--- src/rtl/sfcd_pkg.sv ---
// Shared types, constants and the CRC byte update for the sensor frame decoder.
`default_nettype none

package sfcd_pkg;

  // Field widths
  localparam int BYTE_W     = 8;
  localparam int WORD_W     = 16;
  localparam int STATUS_W   = 2;
  localparam int TEMP_F_W   = 17;
  localparam int MAG_W      = 15;
  localparam int POS_W      = 3;

  // Configuration port
  localparam int CFG_ADDR_W = 3;
  localparam int CFG_DATA_W = 32;
  localparam logic REG_FUNC_CODE = 1'b0;  // word index of the function code register

  typedef logic [BYTE_W-1:0]   byte_t;
  typedef logic [WORD_W-1:0]   word_t;
  typedef logic [STATUS_W-1:0] status_t;
  typedef logic [POS_W-1:0]    pos_t;

  // Result status codes
  localparam status_t ST_OK        = 2'd0;
  localparam status_t ST_CODE_FAIL = 2'd1;
  localparam status_t ST_CRC_FAIL  = 2'd2;

  // Frame byte positions
  localparam pos_t POS_FUNC    = 3'd0;
  localparam pos_t POS_HUM_HI  = 3'd2;
  localparam pos_t POS_HUM_LO  = 3'd3;
  localparam pos_t POS_TEMP_HI = 3'd4;
  localparam pos_t POS_TEMP_LO = 3'd5;
  localparam pos_t POS_CRC_LO  = 3'd6;
  localparam pos_t POS_CRC_HI  = 3'd7;

  localparam word_t CRC_INIT        = 16'hFFFF;
  localparam word_t CRC_POLY        = 16'hA001;
  localparam byte_t FUNC_CODE_RESET = 8'h03;

  // Fahrenheit scaling: q = (9*|C| + 2) / 5 by reciprocal multiply.
  // 9*32767 + 2 fits in 19 bits; ceil(2^21 / 5) is exact over that range.
  localparam int SCALED_W   = 19;
  localparam int RECIP_SH   = 21;
  localparam int PROD_W     = 2 * SCALED_W;
  localparam logic [SCALED_W-1:0] RECIP_5 = 19'd419431;
  localparam logic [TEMP_F_W-1:0] F_OFFSET = 17'd320;

  // One byte of CRC-16/Modbus, bit-reflected, eight shift steps
  function automatic word_t crc_byte(input word_t crc_in, input byte_t data);
    word_t c;
    c = crc_in ^ {8'h00, data};
    for (int k = 0; k < BYTE_W; k++) begin
      if (c[0]) begin
        c = (c >> 1) ^ CRC_POLY;
      end else begin
        c = c >> 1;
      end
    end
    return c;
  endfunction

endpackage

`default_nettype wire

--- src/rtl/sfcd_if.sv ---
// Valid/ready channel interfaces for frame bytes in and decoded results out.
`default_nettype none

interface sfcd_in_if;
  import sfcd_pkg::*;
  logic  valid;
  logic  ready;
  byte_t data_byte;
  logic  frame_start;
  modport source (output valid, output data_byte, output frame_start, input ready);
  modport sink   (input valid, input data_byte, input frame_start, output ready);
endinterface

interface sfcd_out_if;
  import sfcd_pkg::*;
  logic                       valid;
  logic                       ready;
  status_t                    status;
  word_t                      humidity_tenths;
  logic signed [WORD_W-1:0]   temp_c_tenths;
  logic signed [TEMP_F_W-1:0] temp_f_tenths;
  modport source (output valid, output status, output humidity_tenths,
                  output temp_c_tenths, output temp_f_tenths, input ready);
  modport sink   (input valid, input status, input humidity_tenths,
                  input temp_c_tenths, input temp_f_tenths, output ready);
endinterface

`default_nettype wire

--- src/rtl/sensor_frame_check_decode.sv ---
// Sensor response frame checker and decoder: CRC-16/Modbus check, unit conversion.
//
// Takes the 8-byte sensor response one byte per input word and returns one result
// word per frame, after byte 7. Byte 0 is checked against the function code register
// (APB byte address 0, reset 0x03); a CRC-16/Modbus (init 0xFFFF, reflected poly
// 0xA001) over bytes 0..5 is checked against bytes 6..7 (low byte first). Status 0 is
// ok, 1 function code mismatch (wins over a CRC fault), 2 CRC mismatch; on any fault
// the data fields are zero. Humidity comes out in tenths of a percent, temperature in
// two's complement tenths of a degree C and in tenths of a degree F rounded to
// nearest. frame_start on a byte restarts the frame with that byte as byte 0.
// Rate: one byte accepted every cycle, sustained; byte 7 loads the scaling stage,
// which passes it on to the output register. The cycle is set by the eight-step CRC
// byte update in front of the CRC register and, one stage later, by the 19x19
// reciprocal multiply that scales to Fahrenheit. Back-pressure on the result channel
// stalls the input only once both the scaling stage and the output register are full.
`default_nettype none

module sensor_frame_check_decode (
  input  logic                             clk,
  input  logic                             rst_n,
  sfcd_in_if.sink                          in_ch,
  sfcd_out_if.source                       out_ch,
  input  logic                             psel,
  input  logic                             penable,
  input  logic                             pwrite,
  input  logic [sfcd_pkg::CFG_ADDR_W-1:0]  paddr,
  input  logic [sfcd_pkg::CFG_DATA_W-1:0]  pwdata,
  output logic [sfcd_pkg::CFG_DATA_W-1:0]  prdata,
  output logic                             pready
);
  import sfcd_pkg::*;

  // ---------------------------------------------------------------------------
  // Configuration register
  // ---------------------------------------------------------------------------
  byte_t func_code_r, func_code_nxt;
  logic  cfg_hit;

  assign pready  = 1'b1;
  assign cfg_hit = (paddr[CFG_ADDR_W-1] == REG_FUNC_CODE);
  assign prdata  = cfg_hit ? {{(CFG_DATA_W-BYTE_W){1'b0}}, func_code_r} : '0;

  always_comb begin
    func_code_nxt = func_code_r;
    if (psel && penable && pwrite && pready && cfg_hit) begin
      func_code_nxt = pwdata[BYTE_W-1:0];
    end
  end

  // ---------------------------------------------------------------------------
  // Handshake: two stages (scaling, output). Every byte, final or not, is accepted
  // only while the scaling stage is empty or can drain into the output stage.
  // ---------------------------------------------------------------------------
  logic s1_valid_r, s1_valid_nxt;
  logic out_valid_r, out_valid_nxt;
  logic out_free, s1_free, in_fire, s1_load, out_load;

  assign out_free    = !out_valid_r || out_ch.ready;
  assign s1_free     = !s1_valid_r || out_free;
  assign in_ch.ready = s1_free;
  assign in_fire     = in_ch.valid && in_ch.ready;
  assign out_load    = out_free && s1_valid_r;

  // ---------------------------------------------------------------------------
  // Frame state: position, running CRC, captured fields
  // ---------------------------------------------------------------------------
  pos_t  byte_pos_r, byte_pos_nxt;
  word_t crc_r, crc_nxt;
  logic  code_mis_r, code_mis_nxt;
  word_t hum_raw_r, hum_raw_nxt;
  word_t temp_raw_r, temp_raw_nxt;
  byte_t crc_lo_r, crc_lo_nxt;

  pos_t  pos;
  byte_t din;
  word_t crc_base;

  assign din      = in_ch.data_byte;
  // frame_start forces byte 0 whatever the counter says
  assign pos      = in_ch.frame_start ? POS_FUNC : byte_pos_r;
  assign crc_base = (pos == POS_FUNC) ? CRC_INIT : crc_r;
  assign s1_load  = in_fire && (pos == POS_CRC_HI);

  always_comb begin
    byte_pos_nxt = byte_pos_r;
    crc_nxt      = crc_r;
    code_mis_nxt = code_mis_r;
    hum_raw_nxt  = hum_raw_r;
    temp_raw_nxt = temp_raw_r;
    crc_lo_nxt   = crc_lo_r;
    if (in_fire) begin
      // position wraps from 7 back to 0 by counter overflow
      byte_pos_nxt = pos + 3'd1;
      if (pos <= POS_TEMP_LO) begin
        crc_nxt = crc_byte(crc_base, din);
      end
      case (pos)
        POS_FUNC:    code_mis_nxt = (din != func_code_r);
        POS_HUM_HI:  hum_raw_nxt  = {din, hum_raw_r[BYTE_W-1:0]};
        POS_HUM_LO:  hum_raw_nxt  = {hum_raw_r[WORD_W-1:BYTE_W], din};
        POS_TEMP_HI: temp_raw_nxt = {din, temp_raw_r[BYTE_W-1:0]};
        POS_TEMP_LO: temp_raw_nxt = {temp_raw_r[WORD_W-1:BYTE_W], din};
        POS_CRC_LO:  crc_lo_nxt   = din;
        default: ;
      endcase
    end
  end

  // ---------------------------------------------------------------------------
  // Scaling stage: latch the verdict and the pre-scaled temperature at byte 7
  // ---------------------------------------------------------------------------
  status_t                s1_status_r, s1_status_nxt;
  word_t                  s1_hum_r;
  logic                   s1_neg_r;
  logic [MAG_W-1:0]       s1_mag_r;
  logic [SCALED_W-1:0]    s1_scaled_r, s1_scaled_nxt;
  logic [SCALED_W-1:0]    mag_ext;

  assign mag_ext = {{(SCALED_W-MAG_W){1'b0}}, temp_raw_r[MAG_W-1:0]};

  always_comb begin
    // function code fault takes priority over a CRC fault
    if (code_mis_r) begin
      s1_status_nxt = ST_CODE_FAIL;
    end else if ({din, crc_lo_r} != crc_r) begin
      s1_status_nxt = ST_CRC_FAIL;
    end else begin
      s1_status_nxt = ST_OK;
    end
    // 9*|C| + 2: the +2 turns the floor of the divide into round-to-nearest
    s1_scaled_nxt = (mag_ext << 3) + mag_ext + SCALED_W'(2);
  end

  assign s1_valid_nxt = s1_free ? s1_load : 1'b1;

  // ---------------------------------------------------------------------------
  // Output stage: divide by five, apply sign and offset, zero on fault
  // ---------------------------------------------------------------------------
  logic [PROD_W-1:0]          prod;
  logic [TEMP_F_W-1:0]        quot;
  logic [TEMP_F_W-1:0]        f_val;
  logic [WORD_W-1:0]          c_val;
  logic                       res_ok;

  status_t                    o_status_r;
  word_t                      o_hum_r, o_hum_nxt;
  logic signed [WORD_W-1:0]   o_tc_r, o_tc_nxt;
  logic signed [TEMP_F_W-1:0] o_tf_r, o_tf_nxt;

  assign prod   = PROD_W'(s1_scaled_r) * PROD_W'(RECIP_5);
  assign quot   = prod[RECIP_SH +: TEMP_F_W];
  assign res_ok = (s1_status_r == ST_OK);

  always_comb begin
    c_val = {1'b0, s1_mag_r};
    f_val = quot;
    if (s1_neg_r) begin
      // negative zero collapses to zero here as -0 == 0
      c_val = -{1'b0, s1_mag_r};
      f_val = -quot;
    end
    f_val     = f_val + F_OFFSET;
    o_hum_nxt = res_ok ? s1_hum_r : '0;
    o_tc_nxt  = res_ok ? $signed(c_val) : '0;
    o_tf_nxt  = res_ok ? $signed(f_val) : '0;
  end

  assign out_valid_nxt = out_free ? s1_valid_r : 1'b1;

  assign out_ch.valid           = out_valid_r;
  assign out_ch.status          = o_status_r;
  assign out_ch.humidity_tenths = o_hum_r;
  assign out_ch.temp_c_tenths   = o_tc_r;
  assign out_ch.temp_f_tenths   = o_tf_r;

  // ---------------------------------------------------------------------------
  // Registers
  // ---------------------------------------------------------------------------
  always_ff @(posedge clk) begin
    if (!rst_n) begin
      func_code_r <= FUNC_CODE_RESET;
      byte_pos_r  <= POS_FUNC;
      crc_r       <= CRC_INIT;
      code_mis_r  <= 1'b0;
      hum_raw_r   <= '0;
      temp_raw_r  <= '0;
      crc_lo_r    <= '0;
      s1_valid_r  <= 1'b0;
      out_valid_r <= 1'b0;
    end else begin
      func_code_r <= func_code_nxt;
      byte_pos_r  <= byte_pos_nxt;
      crc_r       <= crc_nxt;
      code_mis_r  <= code_mis_nxt;
      hum_raw_r   <= hum_raw_nxt;
      temp_raw_r  <= temp_raw_nxt;
      crc_lo_r    <= crc_lo_nxt;
      s1_valid_r  <= s1_valid_nxt;
      out_valid_r <= out_valid_nxt;
    end
  end

  // Payload: load on stage advance, hold otherwise
  always_ff @(posedge clk) begin
    if (s1_load) begin
      s1_status_r <= s1_status_nxt;
      s1_hum_r    <= hum_raw_r;
      s1_neg_r    <= temp_raw_r[WORD_W-1];
      s1_mag_r    <= temp_raw_r[MAG_W-1:0];
      s1_scaled_r <= s1_scaled_nxt;
    end
    if (out_load) begin
      o_status_r <= s1_status_r;
      o_hum_r    <= o_hum_nxt;
      o_tc_r     <= o_tc_nxt;
      o_tf_r     <= o_tf_nxt;
    end
  end

endmodule

`default_nettype wire
--- src/flat_wrapper.sv ---
// flat-port wrapper written by rule: the top's interface ports become plain ports
module sensor_frame_check_decode_flat import sfcd_pkg::*;
  (clk, rst_n, psel, penable, pwrite, paddr, pwdata, prdata, pready, in_ch_valid, in_ch_data_byte, in_ch_frame_start, in_ch_ready, out_ch_valid, out_ch_status, out_ch_humidity_tenths, out_ch_temp_c_tenths, out_ch_temp_f_tenths, out_ch_ready);
  sfcd_in_if in_ch_i ();
  sfcd_out_if out_ch_i ();
  input  logic clk;
  input  logic rst_n;
  input  logic psel;
  input  logic penable;
  input  logic pwrite;
  input  logic [sfcd_pkg::CFG_ADDR_W-1:0] paddr;
  input  logic [sfcd_pkg::CFG_DATA_W-1:0] pwdata;
  output logic [sfcd_pkg::CFG_DATA_W-1:0] prdata;
  output logic pready;
  input wire logic [$bits(in_ch_i.valid)-1:0] in_ch_valid;
  input wire logic [$bits(in_ch_i.data_byte)-1:0] in_ch_data_byte;
  input wire logic [$bits(in_ch_i.frame_start)-1:0] in_ch_frame_start;
  output wire logic [$bits(in_ch_i.ready)-1:0] in_ch_ready;
  output wire logic [$bits(out_ch_i.valid)-1:0] out_ch_valid;
  output wire logic [$bits(out_ch_i.status)-1:0] out_ch_status;
  output wire logic [$bits(out_ch_i.humidity_tenths)-1:0] out_ch_humidity_tenths;
  output wire logic [$bits(out_ch_i.temp_c_tenths)-1:0] out_ch_temp_c_tenths;
  output wire logic [$bits(out_ch_i.temp_f_tenths)-1:0] out_ch_temp_f_tenths;
  input wire logic [$bits(out_ch_i.ready)-1:0] out_ch_ready;
  assign in_ch_i.valid = in_ch_valid;
  assign in_ch_i.data_byte = in_ch_data_byte;
  assign in_ch_i.frame_start = in_ch_frame_start;
  assign in_ch_ready = in_ch_i.ready;
  assign out_ch_valid = out_ch_i.valid;
  assign out_ch_status = out_ch_i.status;
  assign out_ch_humidity_tenths = out_ch_i.humidity_tenths;
  assign out_ch_temp_c_tenths = out_ch_i.temp_c_tenths;
  assign out_ch_temp_f_tenths = out_ch_i.temp_f_tenths;
  assign out_ch_i.ready = out_ch_ready;
  sensor_frame_check_decode u_core (.clk(clk), .rst_n(rst_n), .in_ch(in_ch_i), .out_ch(out_ch_i), .psel(psel), .penable(penable), .pwrite(pwrite), .paddr(paddr), .pwdata(pwdata), .prdata(prdata), .pready(pready));
endmodule
--- config.mk ---
export PLATFORM = sky130hd
export DESIGN_NAME = sensor_frame_check_decode_flat
export DESIGN_NICKNAME = d
export VERILOG_FILES = /design/src/rtl/sfcd_pkg.sv /design/src/rtl/sfcd_if.sv /design/src/rtl/sensor_frame_check_decode.sv /design/src/flat_wrapper.sv
export SDC_FILE = /design/constraint.sdc
export NUM_CORES = 1
export LEC_CHECK = 0
export BUFFER_PORTS_ARGS = -buffer_cell sky130_fd_sc_hd__buf_2
export CORE_ASPECT_RATIO = 1.4
export CORE_MARGIN = 8
export CORE_UTILIZATION = 45
export DETAILED_ROUTE_END_ITERATION = 10
export PLACE_DENSITY = 0.64
export SLEW_MARGIN = 20
export SYNTH_ARGS = -nofsm -noshare
export SYNTH_HDL_FRONTEND = slang
export SYNTH_SLANG_ARGS = --single-unit
--- constraint.sdc ---
create_clock -name clk -period 8.82 [get_ports clk]
set_input_delay 1.323 -clock clk [delete_from_list [all_inputs] [get_ports clk]]
set_output_delay 1.323 -clock clk [all_outputs]
set_load 0.05 [all_outputs]
==> results by group <==
Critical path
  • Crit path capture type: flop
  • CP Buf/Inv Count: 4
  • Worst EP arrival: ~8100 ps
  • CP delay by family, top: adder cells
  • CP max-delay cell: fa_1
  • Critical Path RT: ~9000 ps
  • Crit-path max FO: 10
  • Slowest stage delay, CP: around 540 ps
  • Critical path class: flop to flop
  • Cell mode on critical path: ha_1
  • Startpoint types: flop

Global route
  • Number of global-route vias before repair: roughly 11000
  • Overall Global Routing Usage: 0.1826
  • Largest net degree at the start of global routing: 71
  • GRT overflow: 0
  • First-pass GRT wire length: approximately 60 mm
  • Initial antenna violation count: 0

Clock network
  • Htree depth: 4
  • Postcts setup bufs: 0
  • Hold Buf Count CTS: 0
  • CTS root buffer: clkbuf_16
  • Cts repair resizes: 0
  • Clock Pin Slew Worst Setup and Hold Paths: ~80 ps
  • Worst skew pair latency: between 400 and 500 ps
  • CTS tree: yes
  • CTS buffer count: 17
  • CTS Buffer Depth: 2
  • Clock sink count: about 170

STA
  • Final worst slack: roughly 900 ps
  • RSZ-0062 raised after global routing: false
  • Tmin final: between 7000 and 8000 ps
  • Fmax: 126.0 MHz
  • Final Hold Violating Endpoints: 0
  • Tcrit/Tclk final: 0.8997
  • Slew margin rel.: 0.2985
  • Final setup violating endpoints: 0
  • Pins Over Slew Limit: 0
  • Slew @ Worst Pin: about 1100 ps
  • Final setup TNS: 0 ps
  • Worst Clk Skew: about 15 ps

Floorplan
  • Die Y-Extent: roughly 240 µm
  • IO Count: 137
  • DIE AREA: 40930 µm²
  • Starting density of the core: 0.4566
  • Width of the die: 173.3 µm
  • Core ar.: approximately 34000 µm²
  • Row Count: 80

Synthesis
  • Count of cell types in the netlist: 90
  • Synth Area in Compound Gates: 0.09537
  • Mapped Cells: 1554
  • Sequential share of the synthesized area: 0.2884
  • Post-synthesis cell area: around 16000 µm²
  • Synth Area in Adders: 0.3121
  • Ys Warns: 0
  • Yosys reg bits: 173
  • Synth Flop Type: edfxtp_1
  • Synth top area share: 0.1984
  • Post-synth EDFFs: roughly 100
  • Mux contribution to synthesized area: 0.02440
  • Syn_area_per_cell: roughly 10 µm²
  • Cell taking the most area after synthesis: edfxtp_1
  • Synth top area cells: edfxtp_1 20%, fa_1 16%, ha_1 15%
  • Main combinational cell family by area after synthesis: adder cells
  • Async SR Flop Fraction: 0
  • Xor-xnor portion of the synthesized cell area: 0.06968
  • Synth Area in Simple Gates: 0.1213

Route
  • Vias: approximately 11000
  • Via density: about 5.2
  • Drt drc: 0
  • Detailed Route WL: 37.23 mm
  • Final ANT Viol Nets: 0
  • Initial DRC count: approximately 530
  • Initial DRT Pass Iterations: 7
  • Routed wire per std cell: between 15 and 20 µm

Pwr
  • Total power: between 1.5 and 2 mW
  • Peak supply drop: roughly 120 µV
  • PD cells: 105.5 nW/µm²
  • Pleak: 7.880 nW

Run
  • Max-cap violations: 0

Finish
  • Share of cells above drive strength 1: 0.09705
  • Register area: roughly 4500 µm²
  • Multi-input gate area: 9812 µm²
  • Final instance area: ~17000 µm²
  • # diodes: 0
  • Area Overhead vs Synth: 8.629%
  • Fill cells: around 3100
  • Fin cells: around 2100
  • Fin nets: between 1500 and 2000

Place
  • HPWL Detailed: 30.21 mm
  • Inst Count DP: 2047
  • Gpl congestion: between 0.9 and 1
  • Dpl ws: about 900 ps
  • DP Area: about 16000 µm²
  • Number of port buffers: 85

Run status
  • Status: completed

Min path
  • Worst min path class: flop to flop
Yosys cell counts, drive strengths merged (3+ instances only):
cell / number
a2111oi: 3
a211o: 3
a211oi: 7
a21boi: 18
a21o: 8
a21oi: 51
a31oi: 5
a32oi: 3
and2: 29
and4b: 4
buf: 29
clkbuf: 41
dfxtp: 70
edfxtp: 103
fa: 128
ha: 184
inv: 260
mux2i: 38
nand2: 99
nand2b: 8
nand3: 26
nand3b: 3
nand4: 17
nor2: 75
nor2b: 50
nor3: 18
nor4: 6
o2111a: 3
o211ai: 20
o21a: 8
o21ai: 37
o21bai: 11
o22ai: 5
o31ai: 5
o41ai: 3
or2: 6
or3: 9
xnor2: 73
xor2: 51
through the flow:
step,hold slack [ps],utilization
floorplan,407.6,-
global placement,414.5,0.4775
detailed placement,417.3,0.4775
CTS,440.2,0.4960
global route,452.1,0.4960
finish,438.8,0.4960
layout by cell type (no fill, tap or decap), types with 17 or more instances in the layout:
| cell | synthesis | layout |
|---|---|---|
| and2_1 | 29 | 29 |
| nand3_1 | 26 | 26 |
| nand2_1 | 95 | 95 |
| nor2_1 | 75 | 74 |
| a21boi_0 | 18 | 18 |
| dfxtp_1 | 70 | 70 |
| conb_1 | 2 | 25 |
| ha_1 | 184 | 184 |
| xnor2_1 | 73 | 73 |
| xor2_1 | 51 | 51 |
| a21oi_1 | 49 | 49 |
| edfxtp_1 | 103 | 103 |
| fa_1 | 128 | 128 |
| o211ai_1 | 20 | 20 |
| inv_1 | 260 | 259 |
| nor2b_1 | 50 | 49 |
| nand4_1 | 17 | 17 |
| buf_2 | 2 | 85 |
| mux2i_1 | 38 | 38 |
| clkbuf_16 | 0 | 17 |
| o21ai_0 | 32 | 32 |
report_power, final:
group | switching (mW) | total, mW | internal (mW)
Combinational | 0.0915 | 0.142 | 0.0509
Sequential | 0.0106 | 0.866 | 0.856
Clock | 0.385 | 0.777 | 0.392
Total | 0.487 | 1.79 | 1.30
worst paths after layout:
path / from / cells after the start / to / slack (ps)
max: u_core.s1_scaled_r[2] / 27 / u_core.out_ch.temp_f_tenths[14] / 880
min: u_core.hum_raw_r[9] / 0 / u_core.s1_hum_r[9] / 440
max reg2reg: u_core.s1_scaled_r[2] / 27 / u_core.out_ch.temp_f_tenths[14] / 880
min reg2reg: u_core.hum_raw_r[9] / 0 / u_core.s1_hum_r[9] / 440
state kept, by name (all words and copies together) (netlist names), 14 cells and up:
signal	flops
u_core.out_ch.temp_f_tenths	17
u_core.out_ch.humidity_tenths	16
u_core.hum_raw_r	16
u_core.out_ch.temp_c_tenths	16
u_core.s1_hum_r	16
u_core.s1_scaled_r	19
u_core.s1_mag_r	14
u_core.temp_raw_r	16
u_core.crc_r	16
routing by layer:
metal | GRT usage | part of all wire | vias up
met5 | 0 | 0 | -
met4 | 0.09508 | 0.050 | 0
met3 | 0.02686 | 0.020 | 91
met2 | 0.3599 | 0.56 | 201
met1 | 0.1795 | 0.37 | 5245
li1 | - | - | 5265
logic make-up (layout without fill, tap and decap cells):
group | after synthesis | after routing
and+or+nand+nor | 363 | 363
buffers and inverters | 330 | 381
adders and majority gates | 312 | 312
AOI/OAI and AO/OA | 212 | 212
DFF | 173 | 173
xor gates and xnor gates | 124 | 124
muxes | 38 | 38
other | 2 | 25
cell type report:
cell class / instances / share of cell area
well taps: 451 / 0.03333
flip-flops and latches: 173 / 0.2654
clock buffers: 17 / 0.02513
clock inverters: 15 / 0.01205
repair buffers: 89 / 0.02690
multi-input cells: 1074 / 0.5795
inverters: 260 / 0.05764
No activity file was read; power rests on OpenSTA's default activity.
